File: src/design/cossim_pkg.sv
// Shared constants and status codes for the cosine similarity accumulator.
package cossim_pkg;

  // Default vector length limit and element width.
  localparam int MAX_LEN   = 1024;
  localparam int ELEM_BITS = 16;

  // Fixed field widths on the stream ports.
  localparam int IN_ELEM_W = 16;
  localparam int SIM_W     = 16;
  localparam int STATUS_W  = 2;

  // Number of fraction bits in the Q1.15 result.
  localparam int FRAC_BITS = 15;

  // Largest result magnitude.
  localparam logic [FRAC_BITS-1:0] SIM_MAX = '1;

  // Result status codes.
  localparam logic [STATUS_W-1:0] ST_OK   = 2'd0;
  localparam logic [STATUS_W-1:0] ST_ZERO = 2'd1;
  localparam logic [STATUS_W-1:0] ST_LEN  = 2'd2;

endpackage

File: src/design/cosine_similarity_accumulator.sv
// Top level of the cosine similarity accumulator: sequencer, sums and stream ports.
//
// Each input transaction carries one pair of signed elements. A pair is accepted and
// then passes four steps in which one multiplier and one adder form and add a*a, a*b
// and b*b; a pair beyond MAX_LEN is dropped on acceptance. On a pair marked by tlast
// the block then computes trunc(dot * 2^15 / floor(sqrt(norm_a * norm_b))), saturated
// to +/-32767, in the same shared adder: NW multiply steps, NW square root steps, one
// compare and 15 divide steps, where NW = 2*ELEM_BITS - 1 + clog2(MAX_LEN) (41 at the
// defaults); a zero norm skips this work. The result sits in an output register, so
// the next vector may start loading while it waits.
// Status is 0 for a normal result, 1 for a zero norm (similarity 0) and 2 when
// pairs past MAX_LEN were dropped. The sums clear after each result.
module cosine_similarity_accumulator #(
  parameter int MAX_LEN   = cossim_pkg::MAX_LEN,
  parameter int ELEM_BITS = cossim_pkg::ELEM_BITS
) (
  input  logic        clk,
  input  logic        rst_n,
  // Input stream.
  input  logic        in_tvalid,
  output logic        in_tready,
  input  logic [31:0] in_tdata,   // [15:0] elem_a, [31:16] elem_b
  input  logic        in_tlast,   // last
  // Result stream.
  output logic        out_tvalid,
  input  logic        out_tready,
  output logic [15:0] out_tdata,  // [15:0] similarity
  output logic [1:0]  out_tuser   // [1:0] status
);

  localparam int IW      = cossim_pkg::IN_ELEM_W;
  localparam int FB      = cossim_pkg::FRAC_BITS;
  localparam int SW      = cossim_pkg::SIM_W;
  localparam int PW      = 2 * ELEM_BITS;
  localparam int NW      = 2 * ELEM_BITS - 1 + $clog2(MAX_LEN);
  localparam int DW      = NW + 1;
  localparam int W       = NW + 2;
  localparam int CW      = $clog2(MAX_LEN + 1);
  localparam int STEP_W  = $clog2((NW > 16) ? NW : 16);

  typedef enum logic [3:0] {
    S_IDLE, S_M1, S_M2, S_M3, S_M4, S_CHK, S_PMUL, S_SQRT, S_DCMP, S_DIV, S_OUT
  } state_t;

  state_t                       state_r, state_nxt;
  logic signed [ELEM_BITS-1:0]  a_r, a_nxt, b_r, b_nxt;
  logic signed [ELEM_BITS-1:0]  a_in, b_in;
  logic                         last_r, last_nxt;
  logic [DW-1:0]                dot_r, dot_nxt;
  logic [NW-1:0]                na_r, na_nxt, nb_r, nb_nxt;
  logic [CW-1:0]                cnt_r, cnt_nxt;
  logic                         exc_r, exc_nxt;
  logic                         zn_r, zn_nxt;
  logic [2*NW:0]                pr_r, pr_nxt;
  logic [NW-1:0]                rem_r, rem_nxt, root_r, root_nxt;
  logic [FB-1:0]                q_r, q_nxt;
  logic [STEP_W-1:0]            step_r, step_nxt;
  logic                         out_valid_r, out_valid_nxt;
  logic [SW-1:0]                sim_r, sim_nxt;
  logic [cossim_pkg::STATUS_W-1:0] status_r, status_nxt;

  logic signed [ELEM_BITS-1:0]  mul_x, mul_y;
  logic signed [PW-1:0]         prod;
  logic [W-1:0]                 prod_ext;
  logic [W-1:0]                 alu_a, alu_b;
  logic                         alu_sub;
  logic [W:0]                   alu_res;
  logic                         alu_ge;
  logic [DW-1:0]                dot_abs;
  logic [NW-1:0]                mag;
  logic                         neg;
  logic [SW-1:0]                q_ext;

  // Take the low ELEM_BITS bits of each 16-bit element field, or zero-extend the field when ELEM_BITS is wider.
  if (ELEM_BITS <= IW) begin : g_trunc
    assign a_in = in_tdata[ELEM_BITS-1:0];
    assign b_in = in_tdata[IW+ELEM_BITS-1:IW];
  end else begin : g_ext
    assign a_in = {{(ELEM_BITS-IW){1'b0}}, in_tdata[IW-1:0]};
    assign b_in = {{(ELEM_BITS-IW){1'b0}}, in_tdata[2*IW-1:IW]};
  end

  // Multiplier operand order: a*a, then a*b, then b*b.
  assign mul_x = (state_r == S_M3) ? b_r : a_r;
  assign mul_y = (state_r == S_M1) ? a_r : b_r;

  cossim_mul #(.EB(ELEM_BITS)) u_mul (
    .clk  (clk),
    .op_x (mul_x),
    .op_y (mul_y),
    .prod (prod)
  );

  assign prod_ext = {{(W-PW){prod[PW-1]}}, prod};

  // Magnitude and sign of the dot product for the divide.
  assign neg     = dot_r[DW-1];
  assign dot_abs = neg ? (~dot_r + DW'(1)) : dot_r;
  assign mag     = dot_abs[NW-1:0];

  // Operand selection for the shared adder.
  always_comb begin
    alu_a   = '0;
    alu_b   = '0;
    alu_sub = 1'b0;
    case (state_r)
      S_M2: begin
        alu_a = {{(W-NW){1'b0}}, na_r};
        alu_b = prod_ext;
      end
      S_M3: begin
        alu_a = {{(W-DW){dot_r[DW-1]}}, dot_r};
        alu_b = prod_ext;
      end
      S_M4: begin
        alu_a = {{(W-NW){1'b0}}, nb_r};
        alu_b = prod_ext;
      end
      S_PMUL: begin
        alu_a = {1'b0, pr_r[2*NW:NW]};
        alu_b = pr_r[0] ? {2'b00, na_r} : '0;
      end
      S_SQRT: begin
        alu_a   = {rem_r, pr_r[2*NW-1:2*NW-2]};
        alu_b   = {root_r, 2'b01};
        alu_sub = 1'b1;
      end
      S_DCMP: begin
        alu_a   = {2'b00, mag};
        alu_b   = {2'b00, root_r};
        alu_sub = 1'b1;
      end
      S_DIV: begin
        alu_a   = {1'b0, rem_r, 1'b0};
        alu_b   = {2'b00, root_r};
        alu_sub = 1'b1;
      end
      default: begin
        alu_a   = '0;
        alu_b   = '0;
        alu_sub = 1'b0;
      end
    endcase
  end

  cossim_alu #(.W(W)) u_alu (
    .op_a (alu_a),
    .op_b (alu_b),
    .sub  (alu_sub),
    .res  (alu_res)
  );

  assign alu_ge = ~alu_res[W];
  assign q_ext  = {1'b0, q_r};

  // Sequencer next-state and datapath register updates.
  always_comb begin
    state_nxt     = state_r;
    a_nxt         = a_r;
    b_nxt         = b_r;
    last_nxt      = last_r;
    dot_nxt       = dot_r;
    na_nxt        = na_r;
    nb_nxt        = nb_r;
    cnt_nxt       = cnt_r;
    exc_nxt       = exc_r;
    zn_nxt        = zn_r;
    pr_nxt        = pr_r;
    rem_nxt       = rem_r;
    root_nxt      = root_r;
    q_nxt         = q_r;
    step_nxt      = step_r;
    sim_nxt       = sim_r;
    status_nxt    = status_r;
    out_valid_nxt = out_valid_r;

    // The result register empties when its transaction completes.
    if (out_valid_r && out_tready) begin
      out_valid_nxt = 1'b0;
    end

    case (state_r)
      S_IDLE: begin
        if (in_tvalid) begin
          a_nxt    = a_in;
          b_nxt    = b_in;
          last_nxt = in_tlast;
          if (cnt_r < CW'(MAX_LEN)) begin
            state_nxt = S_M1;
          end else begin
            exc_nxt   = 1'b1;
            state_nxt = in_tlast ? S_CHK : S_IDLE;
          end
        end
      end
      S_M1: begin
        state_nxt = S_M2;
      end
      S_M2: begin
        na_nxt    = alu_res[NW-1:0];
        state_nxt = S_M3;
      end
      S_M3: begin
        dot_nxt   = alu_res[DW-1:0];
        state_nxt = S_M4;
      end
      S_M4: begin
        nb_nxt    = alu_res[NW-1:0];
        cnt_nxt   = cnt_r + CW'(1);
        state_nxt = last_r ? S_CHK : S_IDLE;
      end
      // Zero norm check, then load the norm product operands.
      S_CHK: begin
        if ((na_r == '0) || (nb_r == '0)) begin
          zn_nxt    = 1'b1;
          q_nxt     = '0;
          state_nxt = S_OUT;
        end else begin
          zn_nxt    = 1'b0;
          pr_nxt    = {{(NW+1){1'b0}}, nb_r};
          step_nxt  = '0;
          state_nxt = S_PMUL;
        end
      end
      // Shift-add multiply, one multiplier bit per cycle.
      S_PMUL: begin
        pr_nxt   = {1'b0, alu_res[NW:0], pr_r[NW-1:1]};
        step_nxt = step_r + STEP_W'(1);
        if (step_r == STEP_W'(NW - 1)) begin
          step_nxt  = '0;
          rem_nxt   = '0;
          root_nxt  = '0;
          state_nxt = S_SQRT;
        end
      end
      // Restoring square root, one root bit per cycle.
      S_SQRT: begin
        pr_nxt   = pr_r << 2;
        rem_nxt  = alu_ge ? alu_res[NW-1:0] : alu_a[NW-1:0];
        root_nxt = {root_r[NW-2:0], alu_ge};
        step_nxt = step_r + STEP_W'(1);
        if (step_r == STEP_W'(NW - 1)) begin
          state_nxt = S_DCMP;
        end
      end
      // A magnitude at or above the root saturates.
      S_DCMP: begin
        if (alu_ge) begin
          q_nxt     = cossim_pkg::SIM_MAX;
          state_nxt = S_OUT;
        end else begin
          rem_nxt   = mag;
          q_nxt     = '0;
          step_nxt  = '0;
          state_nxt = S_DIV;
        end
      end
      // Restoring fraction divide, one quotient bit per cycle.
      S_DIV: begin
        rem_nxt  = alu_ge ? alu_res[NW-1:0] : alu_a[NW-1:0];
        q_nxt    = {q_r[FB-2:0], alu_ge};
        step_nxt = step_r + STEP_W'(1);
        if (step_r == STEP_W'(FB - 1)) begin
          state_nxt = S_OUT;
        end
      end
      // Hand the result to the output register and clear the sums.
      S_OUT: begin
        if (!out_valid_r) begin
          out_valid_nxt = 1'b1;
          sim_nxt       = neg ? (~q_ext + SW'(1)) : q_ext;
          if (exc_r) begin
            status_nxt = cossim_pkg::ST_LEN;
          end else if (zn_r) begin
            status_nxt = cossim_pkg::ST_ZERO;
          end else begin
            status_nxt = cossim_pkg::ST_OK;
          end
          dot_nxt   = '0;
          na_nxt    = '0;
          nb_nxt    = '0;
          cnt_nxt   = '0;
          exc_nxt   = 1'b0;
          state_nxt = S_IDLE;
        end
      end
      default: begin
        state_nxt = S_IDLE;
      end
    endcase
  end

  // State, sums, working registers and the result register.
  always_ff @(posedge clk) begin
    if (!rst_n) begin
      state_r     <= S_IDLE;
      dot_r       <= '0;
      na_r        <= '0;
      nb_r        <= '0;
      cnt_r       <= '0;
      exc_r       <= 1'b0;
      zn_r        <= 1'b0;
      step_r      <= '0;
      out_valid_r <= 1'b0;
    end else begin
      state_r     <= state_nxt;
      dot_r       <= dot_nxt;
      na_r        <= na_nxt;
      nb_r        <= nb_nxt;
      cnt_r       <= cnt_nxt;
      exc_r       <= exc_nxt;
      zn_r        <= zn_nxt;
      step_r      <= step_nxt;
      out_valid_r <= out_valid_nxt;
    end
    a_r      <= a_nxt;
    b_r      <= b_nxt;
    last_r   <= last_nxt;
    pr_r     <= pr_nxt;
    rem_r    <= rem_nxt;
    root_r   <= root_nxt;
    q_r      <= q_nxt;
    sim_r    <= sim_nxt;
    status_r <= status_nxt;
  end

  assign in_tready  = (state_r == S_IDLE);
  assign out_tvalid = out_valid_r;
  assign out_tdata  = sim_r;
  assign out_tuser  = status_r;

endmodule

File: src/design/cossim_alu.sv
// Shared add/subtract unit used for accumulation, multiply, square root and divide.
module cossim_alu #(
  parameter int W = 43
) (
  input  logic [W-1:0] op_a,
  input  logic [W-1:0] op_b,
  input  logic         sub,
  output logic [W:0]   res
);

  // The top bit is the carry on add and the borrow on subtract.
  assign res = sub ? ({1'b0, op_a} - {1'b0, op_b}) : ({1'b0, op_a} + {1'b0, op_b});

endmodule

File: src/design/cossim_mul.sv
// Registered signed element multiplier shared by the three products of a pair.
module cossim_mul #(
  parameter int EB = 16
) (
  input  logic                 clk,
  input  logic signed [EB-1:0] op_x,
  input  logic signed [EB-1:0] op_y,
  output logic signed [2*EB-1:0] prod
);

  logic signed [2*EB-1:0] prod_r;

  // One product per cycle, registered before it reaches the adder.
  always_ff @(posedge clk) begin
    prod_r <= op_x * op_y;
  end

  assign prod = prod_r;

endmodule

File: config.mk
export PLATFORM = sky130hd
export DESIGN_NAME = cosine_similarity_accumulator
export DESIGN_NICKNAME = d
export VERILOG_FILES = /design/src/design/cossim_pkg.sv /design/src/design/cosine_similarity_accumulator.sv /design/src/design/cossim_alu.sv /design/src/design/cossim_mul.sv
export SDC_FILE = /design/constraint.sdc
export NUM_CORES = 2
export LEC_CHECK = 0
export BUFFER_PORTS_ARGS = -buffer_cell sky130_fd_sc_hd__buf_2
export CAP_MARGIN = 0
export CORE_MARGIN = 2
export CORE_UTILIZATION = 50
export CTS_CLUSTER_SIZE = 30
export DETAILED_ROUTE_END_ITERATION = 16
export PLACE_DENSITY = 0.66
export REMOVE_ABC_BUFFERS = 1
export SLEW_MARGIN = 20
export SYNTH_ARGS = -nofsm -noshare
export SYNTH_HDL_FRONTEND = slang
export SYNTH_SLANG_ARGS = --single-unit
File: constraint.sdc
create_clock -name clk -period 8.9 [get_ports clk]
set_clock_uncertainty 0.2 [all_clocks]
set_input_delay 0.89 -clock clk [delete_from_list [all_inputs] [get_ports clk]]
set_output_delay 0.89 -clock clk [all_outputs]
set_load 0.01 [all_outputs]
Word-level counts from Yosys, hierarchy flattened
Index checks and enable logic that the tools add are counted.
{"block": "word_totals", "register_bits": 411}
{"block": "classes", "bitwise_logic": 4, "n_mul": 1, "n_lt_le_gt_ge": 1, "add_sub_neg": 6, "reduce_logical": 30, "muxes": 50, "eq_ne": 21}
{"cell": "case mux 43 bit (7 select lines)", "count": 1}
{"cell": "case mux 83 bit (3 select lines)", "count": 1}
{"cell": "2-to-1 mux 41 bit", "count": 6}
{"cell": "case mux 41 bit (2 select lines)", "count": 3}
{"cell": "case mux 43 bit (4 select lines)", "count": 1}
{"cell": "case mux 41 bit (3 select lines)", "count": 1}
{"cell": "case mux 42 bit (2 select lines)", "count": 1}
{"cell": "2-to-1 mux 83 bit", "count": 1}
{"cell": "logical NOT 41 bit", "count": 2}
{"cell": "2-to-1 mux 15 bit", "count": 3}
{"cell": "case mux 15 bit (3 select lines)", "count": 1}
{"cell": "adder 43 x 43 -> 44 bit", "count": 1}
{"cell": "2-to-1 mux 44 bit", "count": 1}
{"cell": "case mux 4 bit (11 select lines)", "count": 1}
{"cell": "subtractor 43 x 43 -> 44 bit", "count": 1}
{"cell": "2-to-1 mux 42 bit", "count": 1}
{"cell": "adder 41 x 1 -> 41 bit, second input constant", "count": 1}
{"cell": "NOT 41 bit", "count": 1}
{"cell": "multiplier 16 x 16 -> 32 bit", "count": 1}
{"cell": "2-to-1 mux 16 bit", "count": 2}
{"cell": "2-to-1 mux 4 bit", "count": 6}
{"cell": "case mux 6 bit (4 select lines)", "count": 1}
{"cell": "case mux 11 bit (2 select lines)", "count": 1}
{"cell": "2-to-1 mux 6 bit", "count": 3}
{"cell": "30 further kinds", "count": 71}

Logic depth before layout (Yosys ltp)
{"block": "depth", "word_depth": 8, "depth_mapped": 31, "mapped_depth_nobuf": 27}

Modules after synthesis
From an unflattened synthesis, not the netlist that was laid out.
{"block": "hier_totals", "cells_unflattened": 3584, "area_unflattened_um2": 33310.7}
{"mod": "cosine_similarity_accumulator", "seq_area_each_um2": 9899.5, "area_per_inst_um2": 19530.0, "cells_each": 1979, "n_inst": 1}
{"mod": "cossim_mul", "seq_area_each_um2": 640.6, "area_per_inst_um2": 10488.8, "cells_each": 1124, "n_inst": 1}
{"mod": "cossim_alu", "seq_area_each_um2": 0.0, "area_per_inst_um2": 3291.9, "cells_each": 481, "n_inst": 1}

Least setup slack after synthesis
Ideal clock, no wire load.
{"block": "synth_path", "path_type": "reg2reg", "start": "register state_r[0]", "end": "register step_r[2]", "stages_incl_launch_ff": 8, "setup_slack_ps": 980, "setup_ps": 132, "synth_period_minus_slack_ps": 7920, "required_time_ps": 8568, "n_path_buf": 2, "arrival_time_ps": 7589, "cell_sequence": "dfxtp_1 buf_2 clkbuf_1 a21oi_1 nor3b_1 a2bb2oi_1 o211a_1 nor3_1"}
{"block": "synth_between", "elab_chain_cells": 7, "elab_cells_between_ends": 23}
{"item": "start: declaration", "line_no": "cosine_similarity_accumulator.sv:45", "source": "state_t state_r, state_nxt;"}
{"item": "start signal: assignment", "line_no": "cosine_similarity_accumulator.sv:306", "source": "state_r <= state_nxt;"}
{"item": "== test 4 x 2 -> 1 bit, or another cell as far along", "line_no": "cosine_similarity_accumulator.sv:106", "source": "case (state_r)"}
{"item": "OR reduction 3 bit (no line) or OR reduction 2 bit (tied branches)"}
{"item": "case mux 43 bit (4 select lines)", "line_no": "cosine_similarity_accumulator.sv:106"}
{"item": "adder 43 x 43 -> 44 bit or subtractor 43 x 43 -> 44 bit (tied branches)", "line_no": "cossim_alu.sv:12", "source": "assign res = sub ? ({1'b0, op_a} - {1'b0, op_b}) : ({1'b0, op_a} + {1'b0, op_b});"}
{"item": "2-to-1 mux 44 bit", "line_no": "cossim_alu.sv:12"}
{"item": "!= test 2 bit (no line)"}
{"item": "AND reduction 3 bit (no line)"}
{"item": "end signal: assignment", "line_no": "cosine_similarity_accumulator.sv:313", "source": "step_r <= step_nxt;"}
{"item": "end: declaration", "line_no": "cosine_similarity_accumulator.sv:57", "source": "logic [STEP_W-1:0] step_r, step_nxt;"}
Parallel ways exist; a longest one is shown, timed or not.
A chain may end at the register's enable or synchronous reset.

Final worst setup path
{"block": "layout_path", "start": "register state_r[2]", "end": "register u_mul.prod_r[25] (netlist: u_mul.prod[25])"}
{"block": "layout_between", "elab_chain_cells": 3, "elab_cells_between_ends": 5}
{"item": "== test 4 x 2 -> 1 bit or == test 4 x 1 -> 1 bit (tied branches)", "line_no": "cosine_similarity_accumulator.sv:84, cosine_similarity_accumulator.sv:85"}
{"item": "2-to-1 mux 16 bit (on tied branches)", "line_no": "cosine_similarity_accumulator.sv:84, cosine_similarity_accumulator.sv:85"}
{"item": "multiplier 16 x 16 -> 32 bit (*)", "line_no": "cossim_mul.sv:15", "source": "prod_r <= op_x * op_y;"}
{"item": "end signal: assignment", "line_no": "cossim_mul.sv:15"}
{"item": "end: declaration", "line_no": "cossim_mul.sv:11", "source": "logic signed [2*EB-1:0] prod_r;"}
Mark *: on every way between the ends. The rest lies on a longest branch, timed or not.

==> metrics.md <==
| Metric | Value |
|---|---|
| Status | `complete, no violations` |
| Core footprint | `0.0646 mm2` |
| Clk pin slew, worst setup/hold paths | `0.06 ns` |
| Tot GR Track Use | `30.8%` |
| Top cells by count, synth | `nand2_1, inv_1, nor2_1` |
| Ys async rst share | `0%` |
| # DRC | `0` |
| Worst-Margin Slew | `1.12 ns` |
| Crit path kind | `reg2reg` |
| Max_cap viols | `0` |
| Synth Area per Inst | `9.18 um2` |
| Die Ht | `260 um` |
| DR pass1 iterations | `9` |
| Area Growth Syn to Fin | `9.35%` |
| Top-count cell post-synth | `nand2_1` |
| Post-synth EDFFs | `231` |
| Inserted Diodes | `0` |
| Die W | `260 um` |
| Number of global-route vias before repair | `27.1k` |
| Gp weighted congestion | `0.962` |
| CP Launch Type | `flop` |
| Post-DRT Antenna Nets | `0` |
| Ys flop type | `edfxtp_1` |
| Initial antenna violation count | `0` |
| Max Slew Vio Count | `0` |
| Period minus WS final | `8.36 ns` |
| Initial DRC count | `3797` |
| Area contributors post-synth | `edfxtp_1, fa_1, dfxtp_1` |
| Cell row count | `93` |
| # IOs | `57` |
| Port buffer count | `56` |
| Starting Density | `50.7%` |
| Setup crit end kind | `flop` |
| RSZ-0062 raised after global routing | `false` |
| CP Data Required Time | `9.18 ns` |
| Synthesis Warnings | `0` |
| Root buffer cell | `clkbuf_16` |
| Post-CTS setup buffer count | `0` |
| Clock Sinks | `411` |
| Top cell type's share of synthesized area | `21.2%` |
| Worst Path Arrival | `8.64 ns` |
| Top cell type by total area after synthesis | `edfxtp_1` |
| Clock buffer depth | `3` |
| H-Tree Depth | `2` |
| CTS tree | `done` |
| Hold Path Class | `in2reg` |
| Number of distinct library cells after synthesis | `82` |
| Routed Wire Length | `104000 um` |
| Final number of hold-violating endpoints | `0` |
| WL/cell | `23.3 um` |
| Ratio of cells with drive above 1 in the final layout | `8.09%` |
| Register area share after synthesis | `32.2%` |
| Final period util | `93.9%` |
| Worst Path Max Fanout | `21` |
| Worst-Skew Late Latency | `0.62 ns` |
| Slew headroom | `25.2%` |
| Fin nets | `4017` |
| Mapped Area | `0.0328 mm2` |
| Largest net degree at the start of global routing | `84` |
| Resized cells post-CTS | `0` |
| Die ar. | `0.0676 mm2` |
| Vias | `27.6k` |
| Yosys reg bits | `411` |
| Final setup violation count | `0` |
| First-pass GRT wire length | `160000 um` |
| GR Overflow Total | `0` |
| Max Clk Rate | `120 MHz` |
| Vias per cell | `6.16` |
| TritonCTS Buffers | `47` |
| Hold_buf cts | `0` |
| Synth Instances | `3570` |
| HPWL Detailed | `79300 um` |
| Setup TNS | `0 ns` |
## kinds of logic (layout without fill, tap and decap cells)
family / count (synthesis) / count (layout) / share of synthesized area (%)
compound gates: 773 / 773 / 16.7
xor+xnor: 169 / 169 / 4.52
fa+ha+maj: 395 / 395 / 21.1
buf+inv: 541 / 594 / 6.36
flops: 411 / 411 / 32.2
mux: 86 / 86 / 2.68
simple gates: 1195 / 1195 / 16.5
## area by class of cell
cell class	count	area (um2)
clock buffer	67	1360
clock inverter	20	201
fill	5931	28800
inverter	351	1320
multi-input combinational	2618	20300
sequential	411	10500
tap	855	1070
timing repair buffer	156	1080
## flip-flops by register name, indices dropped and copies added (netlist names), 32 cells and up
name and count:
rem_r 41, u_mul.prod 32, dot_r 42, root_r 41
na_r 41, nb_r 41, pr_r 83
## critical path, cell delays in order (launching register included)
cell	delay (ns)
dfxtp_1	0.77
nor2b_1	0.27
nand3_4	0.39
mux2i_1	0.89
nor2_1	0.15
fa_1	0.57
inv_1	0.05
fa_1	0.45
fa_1	0.51
inv_1	0.06
fa_1	0.48
fa_1	0.49
inv_1	0.05
fa_1	0.47
inv_1	0.04
ha_1	0.37
and3_1	0.22
a31oi_1	0.34
o221ai_1	0.20
a21oi_1	0.40
o21ai_0	0.26
a31oi_1	0.26
mux2i_1	0.23
nand3_1	0.09
## routing by layer
metal	GRT usage (%)	up-vias	share of wire, %
li1	-	12598	-
met2	51.2	1393	47
met5	0	-	0
met1	41.0	13356	41
met4	12.0	0	4.4
met3	3.69	235	8.0
## cells in the final DEF, fill, tap and decap left out, types with 26 or more instances in the layout
cell type  instances
nand2_1          456
inv_1            348
nor2_1           335
fa_1             263
edfxtp_1         231
dfxtp_1          178
o21ai_0          162
nand3_1          134
a21oi_1          134
ha_1             132
xnor2_1          108
buf_4             96
a222oi_1          81
mux2i_1           72
xor2_1            61
and2_1            56
buf_2             56
a31oi_1           54
clkbuf_16         50
a22o_1            43
a22oi_1           40
nor3_1            33
nor4_1            31
a21o_1            29
o211ai_1          26
## worst paths after layout
path,startpoint,to,slack (ns),cells after the start
max,state_r[2],u_mul.prod[25],0.54,23
min,in_tdata[10],a_r[10],0.25,1
max reg2reg,state_r[2],u_mul.prod[25],0.54,23
min reg2reg,step_r[5],step_r[5],0.29,1
## metrics by stage
step                      instance area, um2  hold WS (ns)  setup WS, ns  utilization, %  std cells
after floorplan                        32000         0.232         -4.71               -       3380
after global placement                 34300         0.270         0.840            53.1       4391
after detailed placement               34300         0.283         0.709            53.1       4391
after CTS                              35800         0.220         0.686            55.5       4478
after global routing                   35800         0.234         0.135            55.5       4478
final                                  35800         0.250         0.542            55.5       4478
Power is left out: the tool's default activity adds up to more than one toggle a clock period on the data nets, which glitch-free logic cannot reach.
